File: config.mk
export PLATFORM = sky130hd
export DESIGN_NAME = esvf_csr
export DESIGN_NICKNAME = d
export VERILOG_FILES = /design/src/hw/rtl/esvf_pkg.sv /design/src/hw/rtl/esvf_csr.sv
export SDC_FILE = /design/constraint.sdc
export NUM_CORES = 1
export LEC_CHECK = 0
export BUFFER_PORTS_ARGS = -buffer_cell sky130_fd_sc_hd__buf_2
export CORE_ASPECT_RATIO = 1.1
export CORE_MARGIN = 10
export CORE_UTILIZATION = 51
export CTS_BUF_LIST = sky130_fd_sc_hd__clkbuf_4 sky130_fd_sc_hd__clkbuf_8 sky130_fd_sc_hd__clkbuf_16
export CTS_CLUSTER_SIZE = 24
export DETAILED_ROUTE_END_ITERATION = 16
export GPL_ROUTABILITY_DRIVEN = 0
export PLACE_DENSITY = 0.8
export SKIP_CTS_REPAIR_TIMING = 1
export SYNTH_ARGS = -nofsm -noshare
export SYNTH_HDL_FRONTEND = slang
export SYNTH_SLANG_ARGS = --single-unit
File: constraint.sdc
create_clock -name clock -period 1.9 [get_ports clock]
set_clock_uncertainty 0.1 [all_clocks]
set_input_delay 0.19 -clock clock [delete_from_list [all_inputs] [get_ports clock]]
set_output_delay 0.19 -clock clock [all_outputs]
set_load 0.01 [all_outputs]
File: src/hw/rtl/esvf_pkg.sv
package esvf_pkg;

   localparam int unsigned FIELD_COORD_BITS = 10;
   localparam int unsigned VALUE_BITS       = 16;
   localparam int unsigned CENTER_BITS      = 16;
   localparam int unsigned WEIGHT_BITS      = 32;
   localparam int unsigned TERM_BITS        = 64;
   localparam int unsigned QSUM_BITS        = 66;
   localparam int unsigned CSR_INDEX_BITS   = 3;
   localparam int unsigned CSR_DATA_BITS    = 64;
   localparam int unsigned AXES             = 3;

   // 1 + 1e-6 scaled by 2^39, rounded up
   localparam logic [QSUM_BITS-1:0] SHELL_LIMIT = 66'd549756363644;

   localparam logic [CSR_INDEX_BITS-1:0] REG_OUTER_CENTER  = 3'd0;
   localparam logic [CSR_INDEX_BITS-1:0] REG_HOLLOW_CENTER = 3'd1;
   localparam logic [CSR_INDEX_BITS-1:0] REG_WEIGHT_X      = 3'd2;
   localparam logic [CSR_INDEX_BITS-1:0] REG_WEIGHT_Y      = 3'd3;
   localparam logic [CSR_INDEX_BITS-1:0] REG_WEIGHT_Z      = 3'd4;
   localparam logic [CSR_INDEX_BITS-1:0] REG_FILL_VALUE    = 3'd5;
   localparam logic [CSR_INDEX_BITS-1:0] REG_APPEND_MODE   = 3'd6;

   typedef struct packed {
      logic [FIELD_COORD_BITS-1:0] voxel_x;
      logic [FIELD_COORD_BITS-1:0] voxel_y;
      logic [FIELD_COORD_BITS-1:0] voxel_z;
      logic [VALUE_BITS-1:0]       old_value;
   } req_type;

   typedef struct packed {
      logic [VALUE_BITS-1:0] new_value;
      logic                  in_shell;
   } rsp_type;

   typedef struct packed {
      logic [AXES-1:0][CENTER_BITS-1:0] outer_center;
      logic [AXES-1:0][CENTER_BITS-1:0] hollow_center;
      logic [AXES-1:0][WEIGHT_BITS-1:0] outer_weight;
      logic [AXES-1:0][WEIGHT_BITS-1:0] hollow_weight;
      logic [VALUE_BITS-1:0]            fill_value;
      logic                             append_mode;
   } cfg_type;

endpackage

File: src/hw/rtl/esvf_csr.sv
module esvf_csr
   import esvf_pkg::*;
(
   input  logic                      clock,
   input  logic                      reset,
   input  logic                      csr_we,
   input  logic [CSR_INDEX_BITS-1:0] csr_index,
   input  logic [CSR_DATA_BITS-1:0]  csr_wdata,
   output cfg_type                   cfg
);

   cfg_type cfg_ff;
   cfg_type cfg_in;

   always_comb begin
      cfg_in = cfg_ff;
      if (csr_we) begin
         case (csr_index)
            REG_OUTER_CENTER: begin
               cfg_in.outer_center = csr_wdata[AXES*CENTER_BITS-1:0];
            end
            REG_HOLLOW_CENTER: begin
               cfg_in.hollow_center = csr_wdata[AXES*CENTER_BITS-1:0];
            end
            REG_WEIGHT_X: begin
               cfg_in.outer_weight[0]  = csr_wdata[WEIGHT_BITS-1:0];
               cfg_in.hollow_weight[0] = csr_wdata[2*WEIGHT_BITS-1:WEIGHT_BITS];
            end
            REG_WEIGHT_Y: begin
               cfg_in.outer_weight[1]  = csr_wdata[WEIGHT_BITS-1:0];
               cfg_in.hollow_weight[1] = csr_wdata[2*WEIGHT_BITS-1:WEIGHT_BITS];
            end
            REG_WEIGHT_Z: begin
               cfg_in.outer_weight[2]  = csr_wdata[WEIGHT_BITS-1:0];
               cfg_in.hollow_weight[2] = csr_wdata[2*WEIGHT_BITS-1:WEIGHT_BITS];
            end
            REG_FILL_VALUE: begin
               cfg_in.fill_value = csr_wdata[VALUE_BITS-1:0];
            end
            REG_APPEND_MODE: begin
               cfg_in.append_mode = csr_wdata[0];
            end
            default: begin
            end
         endcase
      end
   end

   always_ff @(posedge clock) begin
      if (reset) begin
         cfg_ff <= '0;
      end else begin
         cfg_ff <= cfg_in;
      end
   end

   assign cfg = cfg_ff;

endmodule

After elaboration in Yosys (flattened, before gate mapping)
Index checks and enable logic that the tools add are counted.
{"block": "word_totals", "mem_bits_rw": 0, "mem_bits_ro": 0, "latch_bits": 0, "input_bits": 70, "out_inout_bits": 305, "reg_bits": 305, "mem_count": 0}
{"block": "op_classes", "order_cmp": 0, "n_mul": 0, "bitwise": 0, "n_div": 0, "shifts": 0, "addsub": 0, "n_reduce_logical": 8, "muxes": 0, "eq_ne": 6}
{"operator": "$reduce_and 2->1", "count": 7}
{"operator": "$eq 3x3->1 const B", "count": 3}
{"operator": "$eq 3x2->1 const B", "count": 2}
{"operator": "$eq 3x1->1 const B", "count": 1}
{"operator": "$logic_not 3->1", "count": 1}

Logic depth before layout (Yosys ltp)
{"block": "logic_depth", "depth_word": 2, "mapped_depth": 5}

Worst setup path before layout
Ideal clock, no wire load.
{"block": "synth_path", "path_type": "input-to-reg", "startpoint": "input csr_index[1]", "endpoint": "register cfg_ff (netlist bit cfg[264])", "path_stages": 5, "path_slack_ps": 440, "setup_ps": 124, "arrival_ps": 1236, "path_buffers": 3, "required_time_ps": 1676, "cell_sequence": "buf_4 > or4b_4 > buf_6 > buf_12 > mux2i_1"}
{"block": "synth_between", "elab_chain_len": 2}
{"item": "start: declaration", "line_no": "esvf_csr.sv:7", "rtl": "input logic [CSR_INDEX_BITS-1:0] csr_index,"}
{"item": "$logic_not 3->1", "line_no": "esvf_csr.sv:18", "rtl": "case (csr_index)"}
{"item": "$reduce_and 2->1 (no line)"}
{"item": "end signal: assignment", "line_no": "esvf_csr.sv:53", "rtl": "cfg_ff <= cfg_in;"}
{"item": "end: declaration", "line_no": "esvf_csr.sv:12", "rtl": "cfg_type cfg_ff;"}
Every way passes these cells.
A chain may end at the register's enable or synchronous reset.

Final worst setup path
{"block": "layout_path", "startpoint": "register cfg_ff (netlist bit cfg[172])", "endpoint": "output cfg[172] (netlist name)"}
{"item": "end: declaration", "line_no": "esvf_csr.sv:9", "rtl": "output cfg_type cfg"}
No word-level cell between the ends.

==> flow_metrics.env <==
export IMPL_wl_per_cell_um=19.8
export IMPL_antenna_cells=0
export IMPL_synth_ff_type="dfxtp_1"
export IMPL_regArea_mm2=0.00611
export IMPL_synthTopCellsByCount="nand2b_1 (369), dfxtp_1 (305), mux2i_1 (305)"
export IMPL_syn_area_mm2=0.0120
export IMPL_grt_overflow_total=0
export IMPL_reg2reg_slack_ns=1.12
export IMPL_grt_pass1_vias=9422
export IMPL_worst_path_buf_inv=1
export IMPL_status="finished, violations left"
export IMPL_grt_max_degree=58
export IMPL_ys_top_cells_by_area="dfxtp_1 (51%), mux2i_1 (26%), nand2b_1 (19%), buf_2 (1.3%), clkbuf_1 (1.3%)"
export IMPL_crit_fanout=2
export IMPL_antenna_found_initial=1
export IMPL_rows=58
export IMPL_min_to="cfg[120]"
export IMPL_finalNonFillerCells=1788
export IMPL_setup_viol=0
export IMPL_port_buffers=374
export IMPL_crit_chain="buf_2"
export IMPL_arrival_ns=1.08
export IMPL_hp_class="in -> reg"
export IMPL_rsz0062_at_grt="no"
export IMPL_nets=1534
export IMPL_worstReg2RegEnd="cfg[17]"
export IMPL_multi_input_area_mm2=0.00556
export IMPL_async_reset_ff_share_pct=0
export IMPL_cts_tree="built"
export IMPL_post_route_period_util_pct=72.2
export IMPL_drv_slew=0
export IMPL_area_growth_pct=31.7
export IMPL_synth_top_cell_by_area="dfxtp_1"
export IMPL_wirelength_um=35400
export IMPL_grt_usage_pct=21.6
export IMPL_clk_path_buf_depth=3
export IMPL_hold_slack_ns=-0.0322
export IMPL_peakVddDrop_v=0.000763
export IMPL_hold_depth=3
export IMPL_violations="hold timing"
export IMPL_htreeDepth=1
export IMPL_die_h_um=181
export IMPL_ys_warn_count=0
export IMPL_r2r_start="cfg[17]"
export IMPL_ant_nets=0
export IMPL_hp_start="csr_wdata[7]"
export IMPL_start_util_pct=52.0
export IMPL_synth_distinct_cells=13
export IMPL_firstDrtPassIters=4
export IMPL_core_mm2=0.0230
export IMPL_seq_area_frac_synth_pct=51.0
export IMPL_cp_required_ns=1.61
export IMPL_period_needed_ns=1.37
export IMPL_cts_sinks=305
export IMPL_crit_type="reg -> out"
export IMPL_placed_cell_area_mm2=0.0143
export IMPL_placedCellCount=1688
export IMPL_drtIter0Drc=452
export IMPL_tightest_slew_ns=0.355
export IMPL_max_slew_margin_pct=76.3
export IMPL_worst_r2r_path_depth=2
export IMPL_synth_most_common_cell="nand2b_1"
export IMPL_cts_buffers=30
export IMPL_die_area_mm2=0.0300
export IMPL_power_leakage_nw=8.37
export IMPL_synth_top_area_share_pct=51.0
export IMPL_hold_viol_final=30
export IMPL_tns_ns=0
export IMPL_fmax_mhz=729
export IMPL_drc=0
export IMPL_fp_dieW_um=166
export IMPL_cap_violations=0
export IMPL_drive_above_1_share_pct=31.0
export IMPL_fin_area_mm2=0.0158
export IMPL_clk_latency_ns=0.54
export IMPL_largest_reg_flops=305
export IMPL_slowest_delay_ns=0.38
export IMPL_worst_setup_path_start_kind="flip-flop"
export IMPL_synth_fp_nets=1138
export IMPL_cpLargestDelayFamily="flip-flops"
export IMPL_ios=375
export IMPL_slowest_stage="dfxtp_1"
export IMPL_clkTransAtPathRegs_ns=0.06
export IMPL_syn_avg_cell_area_um2=11.2
export IMPL_synth_edf_count=0
export IMPL_grt_pass1_wl_um=53200
export IMPL_dp_hpwl_um=24600
export IMPL_vias=9001
export IMPL_crit_cells=1
export IMPL_p_per_area_mw_per_mm2=886
export IMPL_critPathCaptureType="output pin"
export IMPL_viasPerCell=5.03
export IMPL_ys_seq_elements=305
export IMPL_root_buffer="clkbuf_16"
export IMPL_postSynthCellCount=1068
export IMPL_fillerInstances=1770
-- metrics by stage --
step	worst slack (ns)	hold WS, ns	total power (W)	util, %
after floorplan	0.440	0.288	0.00734	-
after global placement	0.379	0.354	0.00775	62.0
after detailed placement	0.341	0.358	0.00777	62.0
after CTS	0.501	-0.162	0.0140	66.6
after global routing	0.493	0.000406	0.0144	68.5
final	0.529	-0.0322	0.0140	68.5
-- where the power goes --
group	switching (W)	internal [W]	total [W]	leakage, nW
clock	0.00249	0.00376	0.00625	0.540
combinational	0.000559	0.000524	0.00108	5.37
sequential	0.0000802	0.00654	0.00662	2.47
total	0.00313	0.0108	0.0140	8.37
-- layout by cell type (no fill, tap or decap), drive strengths merged --
master,instances
buf,399
bufinv,3
clkbuf,44
clkinv,9
dfxtp,305
dlygate4sd3,44
mux2i,305
nand2b,369
nand4b,3
nand4bb,3
nor4b,1
nor4bb,2
or4b,1
-- per-layer routing --
metal	wire length, um	up-vias	global-route usage [%]	part of all wire (%)
met5	0	-	0	0
met4	1610	0	8.65	4.5
li1	-	4311	-	-
met1	13600	4284	23.8	38
met3	2870	89	6.61	8.1
met2	17300	317	37.9	49
-- worst max-delay path by stage --
stage                      start        to  slack, ns
finish                  cfg[172]  cfg[172]       0.53
global route             cfg[16]   cfg[16]       0.49
CTS                      cfg[16]   cfg[16]       0.50
detailed placement  csr_index[0]  cfg[268]       0.34
global placement    csr_index[0]  cfg[270]       0.38
floorplan           csr_index[1]  cfg[264]       0.44
-- cell type report --
type | count | share of cell area (%)
sequential | 305 | 38.8
multi-input combinational | 684 | 35.3
timing repair buffer | 443 | 16.9
clock buffer | 44 | 5.86
tap | 300 | 2.38
clock inverter | 12 | 0.858
-- cells by family after synthesis --
kind of cell           share of synthesized area (%)
multiplexers                                    25.5
buffers and inverters                           3.17
flip-flops                                      51.0
AND/OR/NAND/NOR                                 20.3
Note: power is estimated with default switching activity, not from simulation.
