[config.mk]
export PLATFORM = sky130hd
export DESIGN_NAME = esvf_axis
export DESIGN_NICKNAME = d
export VERILOG_FILES = /design/src/hw/rtl/esvf_pkg.sv /design/src/hw/rtl/esvf_axis.sv
export SDC_FILE = /design/constraint.sdc
export NUM_CORES = 2
export LEC_CHECK = 0
export BUFFER_PORTS_ARGS = -buffer_cell sky130_fd_sc_hd__buf_2
export CAP_MARGIN = 10
export CORE_ASPECT_RATIO = 1.5
export CORE_MARGIN = 2
export CORE_UTILIZATION = 61
export CTS_BUF_LIST = sky130_fd_sc_hd__clkbuf_8
export DETAILED_ROUTE_END_ITERATION = 16
export PLACE_DENSITY = 0.78
export SYNTH_ARGS = -nofsm -noshare
export SYNTH_HDL_FRONTEND = slang
export SYNTH_SLANG_ARGS = --single-unit
[constraint.sdc]
create_clock -name clock -period 11.65 [get_ports clock]
set_clock_uncertainty 0.1 [all_clocks]
set_input_delay 2.33 -clock clock [delete_from_list [all_inputs] [get_ports clock]]
set_output_delay 2.33 -clock clock [all_outputs]
set_load 0.005 [all_outputs]
[src/hw/rtl/esvf_pkg.sv]
package esvf_pkg;

   localparam int unsigned FIELD_COORD_BITS = 10;
   localparam int unsigned VALUE_BITS       = 16;
   localparam int unsigned CENTER_BITS      = 16;
   localparam int unsigned WEIGHT_BITS      = 32;
   localparam int unsigned TERM_BITS        = 64;
   localparam int unsigned QSUM_BITS        = 66;
   localparam int unsigned CSR_INDEX_BITS   = 3;
   localparam int unsigned CSR_DATA_BITS    = 64;
   localparam int unsigned AXES             = 3;

   // 1 + 1e-6 scaled by 2^39, rounded up
   localparam logic [QSUM_BITS-1:0] SHELL_LIMIT = 66'd549756363644;

   localparam logic [CSR_INDEX_BITS-1:0] REG_OUTER_CENTER  = 3'd0;
   localparam logic [CSR_INDEX_BITS-1:0] REG_HOLLOW_CENTER = 3'd1;
   localparam logic [CSR_INDEX_BITS-1:0] REG_WEIGHT_X      = 3'd2;
   localparam logic [CSR_INDEX_BITS-1:0] REG_WEIGHT_Y      = 3'd3;
   localparam logic [CSR_INDEX_BITS-1:0] REG_WEIGHT_Z      = 3'd4;
   localparam logic [CSR_INDEX_BITS-1:0] REG_FILL_VALUE    = 3'd5;
   localparam logic [CSR_INDEX_BITS-1:0] REG_APPEND_MODE   = 3'd6;

   typedef struct packed {
      logic [FIELD_COORD_BITS-1:0] voxel_x;
      logic [FIELD_COORD_BITS-1:0] voxel_y;
      logic [FIELD_COORD_BITS-1:0] voxel_z;
      logic [VALUE_BITS-1:0]       old_value;
   } req_type;

   typedef struct packed {
      logic [VALUE_BITS-1:0] new_value;
      logic                  in_shell;
   } rsp_type;

   typedef struct packed {
      logic [AXES-1:0][CENTER_BITS-1:0] outer_center;
      logic [AXES-1:0][CENTER_BITS-1:0] hollow_center;
      logic [AXES-1:0][WEIGHT_BITS-1:0] outer_weight;
      logic [AXES-1:0][WEIGHT_BITS-1:0] hollow_weight;
      logic [VALUE_BITS-1:0]            fill_value;
      logic                             append_mode;
   } cfg_type;

endpackage

[src/hw/rtl/esvf_axis.sv]
module esvf_axis
   import esvf_pkg::*;
#(
   parameter int unsigned COORD_BITS = 10
)
(
   input  logic                        clock,
   input  logic                        advance,
   input  logic [FIELD_COORD_BITS-1:0] coord,
   input  logic [CENTER_BITS-1:0]      center,
   input  logic [WEIGHT_BITS-1:0]      weight,
   output logic [TERM_BITS-1:0]        term
);

   localparam logic [CENTER_BITS-1:0] COORD_MASK =
      CENTER_BITS'((17'd1 << COORD_BITS) - 17'd1);

   logic [CENTER_BITS-1:0]   coord_ext;
   logic [CENTER_BITS-1:0]   scaled;
   logic [CENTER_BITS-1:0]   mag_in;
   logic [CENTER_BITS-1:0]   mag_ff;
   logic [2*CENTER_BITS-1:0] sq_ff;
   logic [WEIGHT_BITS-1:0]   weight_ff;
   logic [TERM_BITS-1:0]     term_ff;

   // coordinate in 12.4, distance to center
   always_comb begin
      coord_ext = CENTER_BITS'(coord) & COORD_MASK;
      scaled    = CENTER_BITS'(coord_ext << 4);
      if (scaled >= center) begin
         mag_in = scaled - center;
      end else begin
         mag_in = center - scaled;
      end
   end

   always_ff @(posedge clock) begin
      if (advance) begin
         mag_ff    <= mag_in;
         sq_ff     <= mag_ff * mag_ff;
         weight_ff <= weight;
         term_ff   <= TERM_BITS'(sq_ff) * TERM_BITS'(weight_ff);
      end
   end

   assign term = term_ff;

endmodule

# After elaboration in Yosys (flattened, before gate mapping)
# Index checks and enable logic that the tools add are counted.
# Widths: inputs -> output; s select.
# op_classes
multipliers	2
order_cmp	1
n_addsub	2
muxes	1
# ops
op	n
$mul 32x32->64	1
$mul 16x16->32	1
$ge 14x16->1	1
$mux 16	1
$sub 14x16->16	1
$sub 16x14->16	1
# totals
elab_cells	10
output_inout_bits	64
input_bits	60
reg_bits	144

# Longest topological paths before layout
# logic_depth
ltp_word	2
depth_mapped	27
ltp_nobuf	25

# Worst setup path before layout
# OpenSTA, ideal clock, no wires.
# synth_path
kind	register to register
startpoint	register weight_ff[8]
endpoint	register term_ff[63] (netlist: term[63]), data pin
synth_period_minus_slack_ns	7.052
stages_incl_launch_ff	25
path_buffers	1
path_slack_ns	4.598
arrival_ns	6.692
required_ns	11.290
setup_ns	0.260
path_cell_list	edfxtp_1 > clkbuf_1 > and2_1 > fa_1 > fa_1 > inv_1 > fa_1 > fa_1 > inv_1 > fa_1 > fa_1 > fa_1 > inv_1 > fa_1 > inv_1 > ha_1 > a21oi_1 > o21ai_0 > nor2_1 > inv_1 > o311ai_1 > nand3_1 > a2111o_1 > a21oi_1 > xnor2_1
# synth_between
elab_chain_len	1
# synth_lines
item	line	text
from (decl)	esvf_axis.sv:23	logic [WEIGHT_BITS-1:0] weight_ff;
from (signal assigned)	esvf_axis.sv:41	weight_ff <= weight;
$mul 32x32->64	esvf_axis.sv:42	term_ff <= TERM_BITS'(sq_ff) * TERM_BITS'(weight_ff);
to (signal assigned)	esvf_axis.sv:42	
to (decl)	esvf_axis.sv:24	logic [TERM_BITS-1:0] term_ff;
# Every way passes these cells.
# A chain may end at the register's enable or synchronous reset.

# Worst setup path after layout
# layout_path
startpoint	register weight_ff[13]
endpoint	register term_ff[59] (netlist: term[59]), data pin
# The elaborated chain is that of the path after synthesis.

==> results.tsv <==
stage	metric	value	unit
sta	Period minus WS final	8.74	ns
sta	final count of hold timing violations	0	
run	number of max-cap violations	0	
clocking	post-cts sizing count	0	
drt	Routed WL per cell	21.5	µm
sta	max-slew violation count	0	
drt	Pre-antenna DRT Iters	5	
sta	achievable frequency	114	MHz
hold_path	critical hold path startpoint	weight_ff[0]	
floorplan	number of top-level pins	124	
synthesis	cell types with the highest counts after synthesis	sky130_fd_sc_hd__inv_1, sky130_fd_sc_hd__fa_1, sky130_fd_sc_hd__and2_1	
drt	final routed DRC violation total	0	
synthesis	share of synthesized cell area in full adder, half adder and majority cells	56.9	%
synthesis	share of the yosys chip area belonging to registers	9.46	%
place	dpl cells	5676	
setup_path	critical path launch point	weight_ff[13]	
sta	setup_tns	0	ns
clocking	clock tree from TritonCTS	yes	
synthesis	multiplexer share of the synthesized area	0.163	%
synthesis	most common cell in the netlist	sky130_fd_sc_hd__inv_1	
global_route	sum of overflow across all layers after global routing	0	
cells_and_area	Post-layout nets	6198	
setup_path	WP buf/inv	5	
drt	number of routed nets with antenna violations	0	
floorplan	chip height	338	µm
cells_and_area	fin cells	5713	
synthesis	number of instances in the synthesized netlist	4716	
setup_path	worst flop-to-flop path startpoint	weight_ff[13]	
setup_path	Worst setup SP type	flip-flop	
sta	setup repair after global routing missed its margin	false	
sta	post-route clock period utilization	75.0	%
hold_path	classification of the worst-slack hold path	flip-flop to flip-flop	
place	detailed placement HPWL	95100	µm
floorplan	effective utilization at floorplan	61.6	%
synthesis	Avg Synthesized Cell Area	9.62	µm²
synthesis	share of the synthesized area in the top cell type	46.1	%
synthesis	Yosys warning total	0	
setup_path	CP delay by family, top	adder cells	
floorplan	number of rows created at floorplan	122	
floorplan	Die X	227	µm
synthesis	Post-synth EDFFs	143	
clocking	Clk pin slew, worst setup/hold paths	0.12	ns
drt	DRT Wirelength	123000	µm
synthesis	number of distinct library cells after synthesis	83	
clocking	CTS buffer count	17	
setup_path	critical-path maximum fanout	31	
clocking	number of buffers inserted by hold repair at cts	0	
clocking	depth of the CTS H-tree	4	
synthesis	ys async rst share	0	%
sta	relative slew slack	14.5	%
setup_path	slowest cell on the critical path	sky130_fd_sc_hd__edfxtp_1	
synthesis	synthesized cell area	0.0454	mm²
sta	transition time of the tightest slew-check pin	1.28	ns
setup_path	required arrival time at the worst endpoint	11.89	ns
synthesis	Yosys reg bits	143	
outcome	status	complete, no violations	
setup_path	arrival time reported for the critical path endpoint	8.98	ns
global_route	largest net degree at the start of global routing	74	
global_route	initial antenna violation count	10	
setup_path	Max stage delay on crit path	1.21	ns
place	GP Congestion	0.975	
drt	violation count after the first detailed-routing iteration	2175	
sta	final setup violating endpoints	0	
clocking	buffer depth of the longest clock path	2	
synthesis	largest cells by area after synthesis	sky130_fd_sc_hd__fa_1, sky130_fd_sc_hd__ha_1, sky130_fd_sc_hd__edfxtp_1	
setup_path	Worst Setup End Kind	flip-flop	
clocking	Sink Count	143	
drt	routed vias	33086	
synthesis	dominant combinational cell family by area after synthesis	adder cells	
cells_and_area	area growth from synthesis to layout	4.05	%
global_route	number of global-route vias before repair	36912	
synthesis	compound-cell area share of the yosys netlist	4.84	%
global_route	first-pass GRT wire length	193000	µm
drt	average via count per standard cell	5.79	
setup_path	Cell Chain, Critical Path	and2_1, fa_1, fa_1, inv_1, fa_1, fa_1, inv_1, fa_1, fa_1, fa_1, inv_1, fa_1, inv_1, ha_1, a21oi_1, o21ai_0, nor2_1, inv_1, o311ai_1, nand3_1, a21boi_0, o21ai_0, xor2_1	
cells_and_area	ratio of cells with drive above 1 in the final layout	5.32	%
clocking	worst-skew pair later-pin latency	0.59	ns
synthesis	xor/xnor share of the synthesized area	2.06	%
synthesis	most common flop cell mapped by yosys	sky130_fd_sc_hd__edfxtp_1	
global_route	Total Routing Usage GR	34.0	%
clocking	Root Buffer Master	sky130_fd_sc_hd__clkbuf_8	
clocking	setup repair bufs after CTS	0	
setup_path	CP Class	flip-flop to flip-flop	
synthesis	library cell with the largest summed area after synthesis	sky130_fd_sc_hd__fa_1	
place	number of port buffers	123	
floorplan	CORE AREA	0.0737	mm²
floorplan	die footprint	0.0766	mm²
synthesis	post-synthesis simple-gate area fraction	15.4	%
setup_path	most frequent cell on the critical path	sky130_fd_sc_hd__fa_1	
==> placed cells by master, fill, tap and decap left out, types with 62 or more instances in the layout <==
master and n:
sky130_fd_sc_hd__inv_1 1100, sky130_fd_sc_hd__buf_2 122, sky130_fd_sc_hd__and2_1 637, sky130_fd_sc_hd__edfxtp_1 143, sky130_fd_sc_hd__nand2_1 541, sky130_fd_sc_hd__ha_1 389
sky130_fd_sc_hd__nor2_1 68, sky130_fd_sc_hd__a21o_1 63, sky130_fd_sc_hd__a21oi_1 88, sky130_fd_sc_hd__xnor2_1 66, sky130_fd_sc_hd__fa_1 1046, sky130_fd_sc_hd__buf_4 62
==> through the flow <==
stage                     hold slack [ns]  utilization, %  instance area, µm²  setup WS (ns)
after global placement              0.843            63.5               46800           3.23
after CTS                           0.902            64.0               47200           3.09
after global routing                0.947            64.0               47200           2.64
final                               0.919            64.1               47200           2.91
after floorplan                     0.413               -               45400           4.60
after detailed placement            0.874            63.5               46800           3.11
==> cell families (layout without fill, tap and decap cells) <==
group / Yosys count / count (layout)
multiplexers: 7 / 7
AO/OA/AOI/OAI: 327 / 327
other: 2 / 22
buffers and inverters: 1332 / 1317
XOR/XNOR: 107 / 107
flip-flops: 143 / 143
adder cells (fa/ha/maj): 1435 / 1435
AND/OR/NAND/NOR: 1363 / 1363
==> area by class of cell <==
cell class | count | area (µm²)
Sequential cell | 143 | 4290
Clock buffer | 17 | 234
Tap cell | 992 | 1240
Clock inverter | 15 | 154
Fill cell | 5927 | 26500
Inverter | 1100 | 4130
Antenna cell | 5 | 12.5
Multi-Input combinational cell | 3256 | 36100
Timing Repair Buffer | 185 | 1090
==> worst paths after layout <==
path,endpoint,slack (ns),cells past startpoint
setup / recovery,term[59],2.91,23
hold / removal,term[0],0.92,2
setup reg to reg,term[59],2.91,23
hold reg to reg,term[0],0.92,2
==> registers in the layout (all words and copies together), names as in the netlist <==
name and flops:
term 64, weight_ff 32, sq_ff 31, mag_ff 16
==> worst register-to-register path: stages (launching register included) <==
cell                       delay, ns
sky130_fd_sc_hd__edfxtp_1       1.21
sky130_fd_sc_hd__and2_1         0.29
sky130_fd_sc_hd__fa_1           0.43
sky130_fd_sc_hd__fa_1           0.49
sky130_fd_sc_hd__inv_1          0.05
sky130_fd_sc_hd__fa_1           0.49
sky130_fd_sc_hd__fa_1           0.51
sky130_fd_sc_hd__inv_1          0.06
sky130_fd_sc_hd__fa_1           0.58
sky130_fd_sc_hd__fa_1           0.44
sky130_fd_sc_hd__fa_1           0.55
sky130_fd_sc_hd__inv_1          0.07
sky130_fd_sc_hd__fa_1           0.53
sky130_fd_sc_hd__inv_1          0.06
sky130_fd_sc_hd__ha_1           0.36
sky130_fd_sc_hd__a21oi_1        0.19
sky130_fd_sc_hd__o21ai_0        0.14
sky130_fd_sc_hd__nor2_1         0.19
sky130_fd_sc_hd__inv_1          0.07
sky130_fd_sc_hd__o311ai_1       0.63
sky130_fd_sc_hd__nand3_1        0.35
sky130_fd_sc_hd__a21boi_0       0.40
sky130_fd_sc_hd__o21ai_0        0.16
sky130_fd_sc_hd__xor2_1         0.16
==> routing by layer <==
layer / part of all wire [%] / vias up / GRT usage (%)
li1: - / 13911 / -
met1: 29 / 16923 / 32.5
met2: 52 / 1541 / 59.5
met3: 7.3 / 707 / 7.58
met5: 0.021 / - / 0
met4: 12 / 4 / 32.8
Power is left out: the tool's default activity adds up to more than one toggle a clock period on the data nets, which glitch-free logic cannot reach.
