File: config.mk
export PLATFORM = sky130hd
export DESIGN_NAME = esvf_shell
export DESIGN_NICKNAME = d
export VERILOG_FILES = /design/src/hw/rtl/esvf_pkg.sv /design/src/hw/rtl/esvf_shell.sv
export SDC_FILE = /design/constraint.sdc
export NUM_CORES = 1
export LEC_CHECK = 0
export ABC_AREA = 0
export CAP_MARGIN = 20
export CORE_AREA = 2 2 170 172
export DETAILED_ROUTE_END_ITERATION = 10
export DIE_AREA = 0 0 172 174
export DONT_BUFFER_PORTS = 1
export PLACE_DENSITY_LB_ADDON = 0.25
export SLEW_MARGIN = 5
export SYNTH_ARGS = -nofsm -noshare
export SYNTH_HDL_FRONTEND = slang
export SYNTH_SLANG_ARGS = --single-unit
File: constraint.sdc
create_clock -name clock -period 5.1 [get_ports clock]
set_input_delay 0.765 -clock clock [delete_from_list [all_inputs] [get_ports clock]]
set_output_delay 0.765 -clock clock [all_outputs]
set_load 0.01 [all_outputs]
File: src/hw/rtl/esvf_pkg.sv
package esvf_pkg;

   localparam int unsigned FIELD_COORD_BITS = 10;
   localparam int unsigned VALUE_BITS       = 16;
   localparam int unsigned CENTER_BITS      = 16;
   localparam int unsigned WEIGHT_BITS      = 32;
   localparam int unsigned TERM_BITS        = 64;
   localparam int unsigned QSUM_BITS        = 66;
   localparam int unsigned CSR_INDEX_BITS   = 3;
   localparam int unsigned CSR_DATA_BITS    = 64;
   localparam int unsigned AXES             = 3;

   // 1 + 1e-6 scaled by 2^39, rounded up
   localparam logic [QSUM_BITS-1:0] SHELL_LIMIT = 66'd549756363644;

   localparam logic [CSR_INDEX_BITS-1:0] REG_OUTER_CENTER  = 3'd0;
   localparam logic [CSR_INDEX_BITS-1:0] REG_HOLLOW_CENTER = 3'd1;
   localparam logic [CSR_INDEX_BITS-1:0] REG_WEIGHT_X      = 3'd2;
   localparam logic [CSR_INDEX_BITS-1:0] REG_WEIGHT_Y      = 3'd3;
   localparam logic [CSR_INDEX_BITS-1:0] REG_WEIGHT_Z      = 3'd4;
   localparam logic [CSR_INDEX_BITS-1:0] REG_FILL_VALUE    = 3'd5;
   localparam logic [CSR_INDEX_BITS-1:0] REG_APPEND_MODE   = 3'd6;

   typedef struct packed {
      logic [FIELD_COORD_BITS-1:0] voxel_x;
      logic [FIELD_COORD_BITS-1:0] voxel_y;
      logic [FIELD_COORD_BITS-1:0] voxel_z;
      logic [VALUE_BITS-1:0]       old_value;
   } req_type;

   typedef struct packed {
      logic [VALUE_BITS-1:0] new_value;
      logic                  in_shell;
   } rsp_type;

   typedef struct packed {
      logic [AXES-1:0][CENTER_BITS-1:0] outer_center;
      logic [AXES-1:0][CENTER_BITS-1:0] hollow_center;
      logic [AXES-1:0][WEIGHT_BITS-1:0] outer_weight;
      logic [AXES-1:0][WEIGHT_BITS-1:0] hollow_weight;
      logic [VALUE_BITS-1:0]            fill_value;
      logic                             append_mode;
   } cfg_type;

endpackage

File: src/hw/rtl/esvf_shell.sv
module esvf_shell
   import esvf_pkg::*;
(
   input  logic                           clock,
   input  logic                           advance,
   input  logic [AXES-1:0][TERM_BITS-1:0] outer_term,
   input  logic [AXES-1:0][TERM_BITS-1:0] hollow_term,
   input  logic [VALUE_BITS-1:0]          old_value,
   input  logic [VALUE_BITS-1:0]          fill_value,
   input  logic                           append_mode,
   output rsp_type                        rsp
);

   logic [QSUM_BITS-1:0]  qo_ff;
   logic [QSUM_BITS-1:0]  qh_ff;
   logic [VALUE_BITS-1:0] old_ff;
   logic                  shell;
   rsp_type               rsp_in;
   rsp_type               rsp_ff;

   // exact sum is wide enough that it never wraps
   always_comb begin
      shell = (qo_ff < SHELL_LIMIT) && (qh_ff >= SHELL_LIMIT);
      rsp_in.in_shell = shell;
      if (shell) begin
         rsp_in.new_value = fill_value;
      end else if (append_mode) begin
         rsp_in.new_value = old_ff;
      end else begin
         rsp_in.new_value = '0;
      end
   end

   always_ff @(posedge clock) begin
      if (advance) begin
         qo_ff  <= QSUM_BITS'(outer_term[0]) + QSUM_BITS'(outer_term[1])
                 + QSUM_BITS'(outer_term[2]);
         qh_ff  <= QSUM_BITS'(hollow_term[0]) + QSUM_BITS'(hollow_term[1])
                 + QSUM_BITS'(hollow_term[2]);
         old_ff <= old_value;
         rsp_ff <= rsp_in;
      end
   end

   assign rsp = rsp_ff;

endmodule

# After elaboration in Yosys (flattened, before gate mapping)
# Cells that the tools add are included.
op_classes:
  n_addsub: 4
  n_lt_le_gt_ge: 2
  mux: 2
  n_reduce_logical: 1
ops:
  columns: ["op", "n"]
  rows:
  - ["65-bit by 64-bit adder with 66-bit output", 2]
  - ["64-bit by 64-bit adder with 65-bit output", 2]
  - ["66-bit by 40-bit greater-or-equal comparator with 1-bit output, second input constant", 1]
  - ["66-bit by 40-bit < comparator with 1-bit output, second input constant", 1]
  - ["16-bit 2-to-1 mux", 2]
  - ["1-bit logical AND", 1]
totals:
  register_bits: 165
  input_bits: 419
  output_inout_bits: 17
  elab_cells: 14

# Depth between registers and ports, before layout
# Gate-level depths: netlist of the first run.
depth:
  word_depth: 3
  mapped_depth: 14
  ltp_nobuf: 14

# Least setup slack after synthesis of the first run
# Ideal clock, no wire load.
synth_path:
  path_type: "input-to-reg"
  start: "input outer_term[1] (netlist bit)"
  end: "register qo_ff[29], data pin"
  setup_time_ps: 258
  arrival_time_ps: 3563
  required_ps: 4842
  path_slack_ps: 1278
  cell_stages: 13
  path_buffers: 0
  path_cell_list: "inv_1 > fa_1 > nor2_1 > fa_1 > a211oi_1 > o211ai_1 > a221oi_2 > o21ai_1 > a21oi_1 > o21ai_1 > a41o_1 > a211oi_2 > xnor2_1"
synth_between:
  elab_chain_len: 2
synth_lines:
  columns: ["item", "line", "text"]
  rows:
  - ["start: declaration", "esvf_shell.sv:6", "input logic [AXES-1:0][TERM_BITS-1:0] outer_term,"]
  - ["64-bit by 64-bit adder with 65-bit output", "esvf_shell.sv:36", "qo_ff <= QSUM_BITS'(outer_term[0]) + QSUM_BITS'(outer_term[1])"]
  - ["65-bit by 64-bit adder with 66-bit output", "esvf_shell.sv:37", "+ QSUM_BITS'(outer_term[2]);"]
  - ["end signal: assignment", "esvf_shell.sv:36", null]
  - ["end: declaration", "esvf_shell.sv:14", "logic [QSUM_BITS-1:0] qo_ff;"]
# Every way passes these cells.
# A chain may end at the register's enable or synchronous reset.

# Final worst setup path of the first run
layout_path:
  start: "input outer_term[1] (netlist bit)"
  end: "register qo_ff[63], data pin"
# Same word-level chain as after synthesis.

==> reports/qor.json, run 1 <==
{
  "status": {
    "outcome": "completed"
  },
  "timing": {
    "grt_setup_unrepaired": "false",
    "max_freq_mhz": 247,
    "timing.clock.skew_ps": 7.73,
    "post_route_setup_tns_ps": 0,
    "min_period_ps": 4050,
    "timing.final.max_slew_violations": 0,
    "crit_share_post_route_pct": 79.3,
    "worst_slew_pin_slew_ps": 661,
    "report.final.setup_viol": 0,
    "report.final.hold_viol_count": 0,
    "relative_slew_slack_pct": 55.3
  },
  "cells_and_area": {
    "n_antenna_cell": 0,
    "drive_gt1_share_pct": 4.23,
    "layout.cells.most_common_list": "a21oi_1, edfxtp_1, nand2_1",
    "layout-area-overhead-vs-synth_pct": 4.72,
    "layout.core_utilization_pct": 58.1,
    "fin_nets": 2152,
    "layout.cells.most_common": "a21oi_1"
  },
  "cts": {
    "worst_setup_hold_path_clk_slew_ps": 70,
    "cts.htree.levels": 4,
    "cts_tree": "built",
    "number_of_buffers_added_to_fix_hold_violations_after_cts": 0,
    "cts.repair_timing.setup_buffer_count": 0,
    "clk-insertion-delay-late_ps": 420,
    "numCtsBuffers": 17,
    "clock-sinks": 161,
    "root_buffer": "clkbuf_16",
    "cts_repair_resize_count": 0,
    "clock_path_buffers": 2
  },
  "synthesis": {
    "average_cell_area_after_synthesis_um2": 10.3,
    "synth-edff-count": 161,
    "synth_area_mm2": 0.0157,
    "synth_seq_cells": 161,
    "synth-warning-count": 0,
    "synth_top_flop_cell": "edfxtp_1",
    "synthDistinctLibCells": 84,
    "yosys-top-cells-area": "edfxtp_1, fa_1, ha_1",
    "synth_seq_area_share_pct": 30.8,
    "async_reset_ff_share_pct": 0,
    "syn_nets": 2196,
    "yosysTopAreaCell": "edfxtp_1",
    "synthesis.instances": 1522,
    "yosysTopAreaCellShare_pct": 30.8
  },
  "worst_setup_path": {
    "worstSetupEndpointType": "register",
    "worst-setup-path-type": "in2reg",
    "critical_path.max_fanout": 4,
    "critical-path-max-stage-delay_ps": 550,
    "required_ps": 5270,
    "worst_setup_path_start_kind": "primary input",
    "crit_chain": "inv_1, fa_1, nor2_1, fa_1, a211oi_1, o211ai_1, a221oi_2, a2111oi_1, a31oi_1, o21a_1, o31ai_4, a31oi_1, xnor2_1",
    "crit_path_top_delay_cell": "fa_1",
    "arrival_ps": 4220
  },
  "floorplan": {
    "die_area_mm2": 0.0299,
    "die-width_um": 172,
    "rows": 62,
    "floorplan.core_area_mm2": 0.0282,
    "die_h_um": 174,
    "initial_core_util_pct": 55.5,
    "design.portCount": 436
  },
  "placed_design": {
    "gpl.final_weighted_congestion": 0.965,
    "dpl.hpwl_um": 31200,
    "buffer_ports.inserted": 0
  },
  "global_routing": {
    "grt_overflow_total": 0,
    "initial_antenna_violation_count": 0,
    "grt_use_met3_pct": 3.37,
    "groute.layer.met1.usage_pct": 30.9,
    "grt_pass1_vias": 11800,
    "globalRouteMet2Util_pct": 44.4,
    "pin_count_of_the_biggest_net_entering_global_routing": 162,
    "grt_first_pass_wirelength_um": 58600,
    "groute.usage.overall_pct": 24.7,
    "busiest_layer": "met2"
  },
  "drt": {
    "drt-vias-per-instance": 6.22,
    "drcViolationCount": 0,
    "routed-via-count": 11700,
    "drt-pass1-iter-count": 7,
    "detail-route-antenna-nets": 0,
    "drt_wl_total_um": 37400,
    "route.detailed.wl_per_inst_um": 20.0,
    "initialDrtViolationCount": 680
  },
  "pwr": {
    "irDropWorstVdd_uv": 228,
    "power.static_leakage_nw": 6.23,
    "design_power_total_mw": 5.99,
    "cellPowerDensity_mw_per_mm2": 365
  },
  "run": {
    "cap_viol_max_count": 0
  },
  "worst_hold_path": {
    "hold_path_class": "in2reg"
  }
}
## path summary, 6_finish.rpt
| path | from | to | slack, ps | cells past startpoint |
|---|---|---|---|---|
| hold reg to reg | old_ff[2] | rsp[3] | 590 | 2 |
| hold / removal | old_value[14] | old_ff[14] | 430 | 0 |
| setup / recovery | outer_term[1] | qo_ff[63] | 1050 | 13 |
| setup reg to reg | qh_ff[3] | rsp[9] | 2490 | 9 |
## cell type report
| type | instances | area [um^2] |
|---|---|---|
| multi-input cells | 1252 | 10300 |
| clock buffers | 18 | 429 |
| inverters | 44 | 165 |
| flip-flops and latches | 161 | 4830 |
| clock inverters | 12 | 168 |
| well taps | 384 | 480 |
| repair buffers | 2 | 15.0 |
| fillers | 2435 | 11800 |
## power breakdown
group | internal, mW | leakage, nW | switching (mW)
Combinational | 1.07 | 4.35 | 1.55
Sequential | 1.95 | 1.58 | 0.0987
Clock | 0.809 | 0.289 | 0.514
## metal layers
layer	up-vias	share of wire [%]	wire, um
met3	57	5.5	2050
met2	483	51	19100
met1	5530	41	15400
li1	5587	-	-
met4	0	2.2	808
met5	-	0	0
## critical path, delay by kind of cell
family | cells | cell delay [ps]
fa+ha+maj | 2 | 980
simple gates | 1 | 60
buf+inv | 1 | 30
compound gates | 8 | 2290
xor+xnor | 1 | 90
## synth_stat cells (3+ instances only)
| cell type | instances |
|---|---|
| or3_1 | 7 |
| xnor2_1 | 68 |
| nand3_1 | 29 |
| o211ai_1 | 14 |
| nand2_1 | 134 |
| nand2b_1 | 6 |
| xor2_1 | 51 |
| a2111oi_0 | 4 |
| fa_1 | 129 |
| a211oi_2 | 3 |
| a211oi_1 | 11 |
| clkbuf_1 | 31 |
| ha_1 | 126 |
| nand4_1 | 45 |
| and2_1 | 9 |
| o31ai_2 | 3 |
| or4_1 | 5 |
| clkbuf_2 | 4 |
| nor4_1 | 25 |
| buf_4 | 8 |
| a221oi_1 | 4 |
| o31ai_1 | 4 |
| o21bai_1 | 44 |
| and3_1 | 14 |
| inv_1 | 44 |
| a21oi_1 | 162 |
| o21a_1 | 8 |
| nor2_1 | 55 |
| a31oi_1 | 20 |
| a311oi_1 | 5 |
| o21ai_1 | 11 |
| nor2b_1 | 15 |
| buf_6 | 6 |
| a2111oi_1 | 3 |
| buf_2 | 12 |
| nor3_1 | 22 |
| edfxtp_1 | 161 |
| o21ai_0 | 100 |
| a21o_1 | 61 |
| a21oi_2 | 3 |
| a21boi_0 | 5 |
## metrics by stage
| stage | hold WS, ps | setup slack (ps) | instances | instance area, um^2 |
|---|---|---|---|---|
| global route | 404 | 905 | 1873 | 16400 |
| finish | 433 | 1050 | 1873 | 16400 |
| global placement | 566 | 745 | 1843 | 15800 |
| detailed placement | 578 | 653 | 1843 | 15800 |
| CTS | 412 | 1130 | 1873 | 16400 |
| floorplan | 562 | 1280 | 1522 | 15700 |
## flip-flops by register name, indices dropped and copies added, names as in the netlist
name,flops
qh_ff,64
qo_ff,64
old_ff,16
rsp,17
## cells by family after synthesis
| family | share of synthesized area (%) |
|---|---|
| muxes | 0.136 |
| AOI/OAI and AO/OA | 20.4 |
| DFF | 30.8 |
| xor gates and xnor gates | 6.65 |
| buffers and inverters | 3.42 |
| adders and majority gates | 26.5 |
| and+or+nand+nor | 12.1 |
No activity file was read; power rests on OpenSTA's default activity.
==> inputs of run 2 (changes only) <==
==> constraint.sdc (replaced) <==
create_clock -name clock -period 3.8 [get_ports clock]
set_input_delay 0.57 -clock clock [delete_from_list [all_inputs] [get_ports clock]]
set_output_delay 0.57 -clock clock [all_outputs]
set_load 0.01 [all_outputs]
==> run 2 against run 1 <==
Against the previous run:
- via count grew 3.5%
- combinational power grew 48%
- critical path type unchanged
- sequential power increased by 35%
- final cell count grew 5.8%
- routed wire length increased by 4.0%
- largest cell class unchanged
- total power is 41% higher
- clock-buffer cell count is the same
- largest power group unchanged
==> reports/qor.json, run 2 (same netlist as run 1, synthesis figures left out) <==
{
  "status": {
    "outcome": "completed"
  },
  "placed_design": {
    "dpl.hpwl_um": 32800,
    "pre_cts_ws_ps": -187,
    "post_dp_cell_area_mm2": 0.0166,
    "buffer_ports.inserted": 0,
    "gpl.final_weighted_congestion": 0.969
  },
  "run": {
    "cap_viol_max_count": 0
  },
  "global_routing": {
    "initial_antenna_violation_count": 0,
    "grt_first_pass_wirelength_um": 60500,
    "grt_pass1_vias": 12400,
    "groute.usage.overall_pct": 25.6,
    "grt_overflow_total": 0,
    "pin_count_of_the_biggest_net_entering_global_routing": 162
  },
  "timing": {
    "relative_slew_slack_pct": 55.5,
    "report.final.hold_viol_count": 0,
    "timing.clock.skew_ps": 10.3,
    "grt_setup_unrepaired": "false",
    "min_period_ps": 3620,
    "max_freq_mhz": 277,
    "report.final.setup_viol": 0,
    "fin_ws_ps": 185,
    "worst_slew_pin_slew_ps": 659,
    "crit_share_post_route_pct": 95.1,
    "timing.final.max_slew_violations": 0,
    "post_route_setup_tns_ps": 0
  },
  "cells_and_area": {
    "layout.cells.most_common_list": "a21oi_1, edfxtp_1, nand2_1",
    "layout.core_utilization_pct": 61.1,
    "post-route-cell-area_mm2": 0.0172,
    "fin_nets": 2259,
    "seq_area_mm2": 0.00483,
    "n_antenna_cell": 0,
    "drive_gt1_share_pct": 10.7,
    "layout.cells.most_common": "a21oi_1",
    "multi_input_combinational_cell_area_mm2": 0.0103,
    "nFillCells": 2428,
    "layout-area-overhead-vs-synth_pct": 9.99
  },
  "cts": {
    "cts.repair_timing.setup_buffer_count": 0,
    "cts.htree.levels": 4,
    "clock-sinks": 161,
    "cts_tree": "built",
    "numCtsBuffers": 17,
    "clock_path_buffers": 2,
    "clk-insertion-delay-late_ps": 430,
    "worst_setup_hold_path_clk_slew_ps": 70,
    "root_buffer": "clkbuf_16"
  },
  "worst_hold_path": {
    "hold_path_class": "in2reg"
  },
  "worst_setup_path": {
    "worst_setup_path_start_kind": "primary input",
    "worst-setup-path-type": "in2reg",
    "arrival_ps": 3790,
    "critical_path.max_fanout": 3,
    "worstSetupEndpointType": "register",
    "required_ps": 3970
  },
  "floorplan": {
    "die_h_um": 174,
    "design.portCount": 436,
    "rows": 62,
    "die-width_um": 172,
    "initial_core_util_pct": 55.5,
    "die_area_mm2": 0.0299,
    "floorplan.core_area_mm2": 0.0282
  },
  "pwr": {
    "power.static_leakage_nw": 6.74,
    "cellPowerDensity_mw_per_mm2": 490,
    "irDropWorstVdd_uv": 286
  },
  "drt": {
    "detail-route-antenna-nets": 0,
    "drcViolationCount": 0,
    "route.detailed.wl_per_inst_um": 19.6,
    "drt_wl_total_um": 38900,
    "routed-via-count": 12100,
    "initialDrtViolationCount": 822,
    "drt-pass1-iter-count": 5,
    "drt-vias-per-instance": 6.09
  }
}
-- run 2: cell count changes in the layout (fill, tap and decap cells not counted) --
cell        before  now
a2111oi_0        4    3
a211oi_2         3    4
clkinv_2         4    0
clkinv_1         1    2
a2111oi_1        3    4
inv_6            0    3
a211oi_1        11   10
clkinvlp_4       2    3
buf_4            2  109
-- run 2: worst paths after layout --
path | from | to | slack [ps] | depth (start not counted)
hold reg to reg | old_ff[5] | rsp[6] | 600 | 2
setup reg to reg | qh_ff[27] | rsp[9] | 1110 | 7
hold / removal | old_value[0] | old_ff[0] | 240 | 0
setup / recovery | hollow_term[1] | qh_ff[51] | 180 | 14
-- run 2: layout make-up --
cell class / instances / share of cell area, %
inverter: 44 / 0.958
tap: 384 / 2.79
sequential: 161 / 28.0
clock inverter: 13 / 1.07
timing repair buffer: 109 / 4.75
multi-input combinational: 1252 / 59.9
clock buffer: 18 / 2.49
-- run 2: stage by stage --
step	cells	power [mW]	hold WS, ps
after floorplan	1522	5.51	562
after detailed placement	1950	6.62	580
final	1981	8.45	235
after CTS	1981	8.46	216
after global routing	1981	9.01	214
after global placement	1950	6.55	567
-- run 2: worst max-delay path, stage by stage --
cell       delay [ps]
fa_1              530
ha_1              210
fa_1              230
a211oi_1          100
o21bai_2          190
o21ai_1           150
a2111oi_1         620
buf_4             220
nor3_1             50
buf_4             160
o21bai_1          230
nand4_1           190
nor2b_1           200
xnor2_1           140
-- run 2: metal layers --
metal	part of all wire (%)	wire [um]	vias to the layer above	GRT usage, %
met3	5.1	1980	72	2.98
met5	0	0	-	0
met4	2.6	1000	0	8.02
met2	51	19900	493	46.6
met1	41	16000	5711	31.6
li1	-	-	5793	-
-- run 2: repair_timing --
item                       in CTS  in global routing
hold buffers                    0                  0
gates resized for setup         0                  2
setup endpoints to repair       0                  6
-- run 2: power by group --
| part | total [mW] | internal, mW | leakage (nW) | switching [mW] |
|---|---|---|---|---|
| clock | 1.82 | 1.10 | 0.288 | 0.716 |
| combinational | 3.88 | 1.72 | 4.87 | 2.16 |
| sequential | 2.76 | 2.62 | 1.58 | 0.135 |
| total | 8.45 | 5.44 | 6.74 | 3.01 |
==> inputs of run 3 (changes only) <==
--- a/config.mk
+++ b/config.mk
@@ -7,9 +7,9 @@
 export LEC_CHECK = 0
 export ABC_AREA = 0
 export CAP_MARGIN = 20
-export CORE_AREA = 2 2 170 172
+export CORE_AREA = 2 2 215 217
 export DETAILED_ROUTE_END_ITERATION = 10
-export DIE_AREA = 0 0 172 174
+export DIE_AREA = 0 0 217 219
 export DONT_BUFFER_PORTS = 1
 export PLACE_DENSITY_LB_ADDON = 0.25
 export SLEW_MARGIN = 5
==> run 3 against run 2 <==
Against the previous run:
- total power is 1.8% higher
- register-to-register slack worse by 150 ps
- flip-flop and latch count stayed put
- clock power hardly changed
- worst hold slack worse by 4.9 ps
- non-clock buffer count is 46 higher
- design area is 3.5% higher
- critical endpoint is now qo_ff[63]
==> reports/qor.json, run 3 (same netlist as run 1, synthesis figures left out) <==
{
  "cts": {
    "root_buffer": "clkbuf_16",
    "worst_setup_hold_path_clk_slew_ps": 70,
    "clock-sinks": 161,
    "number_of_buffers_added_to_fix_hold_violations_after_cts": 0,
    "cts_tree": "built",
    "cts.repair_timing.setup_buffer_count": 0,
    "numCtsBuffers": 17,
    "clk-insertion-delay-late_ps": 430,
    "cts_repair_resize_count": 0,
    "clock_path_buffers": 2,
    "cts.htree.levels": 4
  },
  "cells_and_area": {
    "post-route-cell-area_mm2": 0.0179,
    "layout-area-overhead-vs-synth_pct": 13.9,
    "layout.core_utilization_pct": 39.6,
    "fin_nets": 2305,
    "drive_gt1_share_pct": 13.4,
    "layout.cells.most_common_list": "a21oi_1, edfxtp_1, buf_4",
    "layout.cells.most_common": "a21oi_1",
    "n_antenna_cell": 0,
    "stdcell_count": 2244
  },
  "timing": {
    "report.final.setup_viol": 0,
    "grt_setup_unrepaired": "false",
    "timing.final.max_slew_violations": 0,
    "relative_slew_slack_pct": 48.4,
    "max_freq_mhz": 274,
    "min_period_ps": 3640,
    "report.final.hold_viol_count": 0,
    "timing.clock.skew_ps": 9.75,
    "worst_slew_pin_slew_ps": 766,
    "fin_ws_ps": 157,
    "crit_share_post_route_pct": 95.9
  },
  "pwr": {
    "cellPowerDensity_mw_per_mm2": 482,
    "irDropWorstVdd_uv": 261,
    "clock_power_share_pct": 20.9,
    "internal_power_mw": 5.41,
    "p_sw_mw": 3.20,
    "combinationalPowerShare_pct": 47.1,
    "power_switching_share_pct": 37.2,
    "design_power_total_mw": 8.60,
    "p_seq_share_pct": 32.0,
    "power.static_leakage_nw": 6.96
  },
  "floorplan": {
    "die-width_um": 217,
    "die_h_um": 219,
    "rows": 78,
    "design.portCount": 436,
    "initial_core_util_pct": 34.8,
    "floorplan.core_area_mm2": 0.0451,
    "die_area_mm2": 0.0475
  },
  "drt": {
    "detail-route-antenna-nets": 0,
    "drcViolationCount": 0,
    "routed-via-count": 11900,
    "route.detailed.wl_per_inst_um": 18.8,
    "drt-pass1-iter-count": 4,
    "drt-vias-per-instance": 5.32,
    "initialDrtViolationCount": 637,
    "drt_wl_total_um": 42200
  },
  "placed_design": {
    "dpl.hpwl_um": 36100,
    "pre_cts_ws_ps": -271,
    "buffer_ports.inserted": 0,
    "post_dp_cell_area_mm2": 0.0172,
    "post_placement_cell_count": 2212,
    "gpl.final_weighted_congestion": 0.927
  },
  "global_routing": {
    "grt_overflow_total": 0,
    "grt_first_pass_wirelength_um": 66100,
    "initial_antenna_violation_count": 0,
    "pin_count_of_the_biggest_net_entering_global_routing": 162,
    "groute.usage.overall_pct": 17.6,
    "grt_pass1_vias": 12500
  },
  "run": {
    "cap_viol_max_count": 0
  },
  "worst_setup_path": {
    "worst_setup_path_start_kind": "primary input",
    "arrival_ps": 3830,
    "worstSetupEndpointType": "register",
    "worst-setup-path-type": "in2reg",
    "required_ps": 3980,
    "critical_path.max_fanout": 4
  },
  "worst_hold_path": {
    "hold_path_class": "in2reg"
  },
  "status": {
    "outcome": "completed"
  }
}
run 3: cell count changes in the layout (fill, tap and decap cells not counted), sizes merged:
| cell | delta |
|---|---|
| buf | +46 |
| bufinv | -3 |
| clkbuf | -1 |
| clkinv | +1 |
| inv | +4 |
run 3: power by group through the flow:
stage	combinational [mW]	sequential [mW]	clock [mW]
floorplan	2.76	2.75	0
global placement	4.04	2.79	0
detailed placement	4.05	2.80	0
CTS	4.07	2.76	1.85
global route	4.54	2.80	1.92
finish	4.05	2.75	1.80
run 3: path summary, 6_finish.rpt:
path	from	to	slack (ps)	cells after the start
worst max register to register	qh_ff[31]	rsp[16]	960	8
worst min-delay path	old_value[7]	old_ff[7]	230	0
worst max-delay path	outer_term[1]	qo_ff[63]	160	15
worst min register to register	old_ff[8]	rsp[9]	590	2
run 3: metrics by stage:
stage / hold WS (ps) / TNS, ps
6_report: 230 / 0
2_1_floorplan: 562 / 0
4_1_cts: 201 / 0
3_5_place_dp: 580 / -4160
3_3_place_gp: 575 / -2420
5_1_grt: 202 / 0
run 3: final cells by class:
type,count,area (um^2)
Inverter,44,165
Clock buffer,17,425
Tap cell,600,751
Multi-Input combinational cell,1252,10300
Fill cell,4456,27200
Clock inverter,15,191
Timing Repair Buffer,155,1160
Sequential cell,161,4830
run 3: worst max-delay path, cell delays in order:
cell and delay (ps):
inv_1 30, fa_1 560, nor2_1 60, fa_1 390, a211oi_1 370, o211ai_1 240, a221oi_2 300, buf_4 170
a2111oi_1 90, a31oi_1 230, buf_4 180, o21a_1 220, o31ai_4 100, a31oi_1 220, xnor2_1 90
run 3: layer usage:
| layer | up-vias | GRT usage [%] | wire length, um |
|---|---|---|---|
| met5 | - | 0 | 0 |
| met4 | 0 | 5.41 | 986 |
| met3 | 42 | 2.22 | 1580 |
| met2 | 299 | 30.4 | 20800 |
| met1 | 5714 | 23.0 | 18900 |
| li1 | 5892 | - | - |
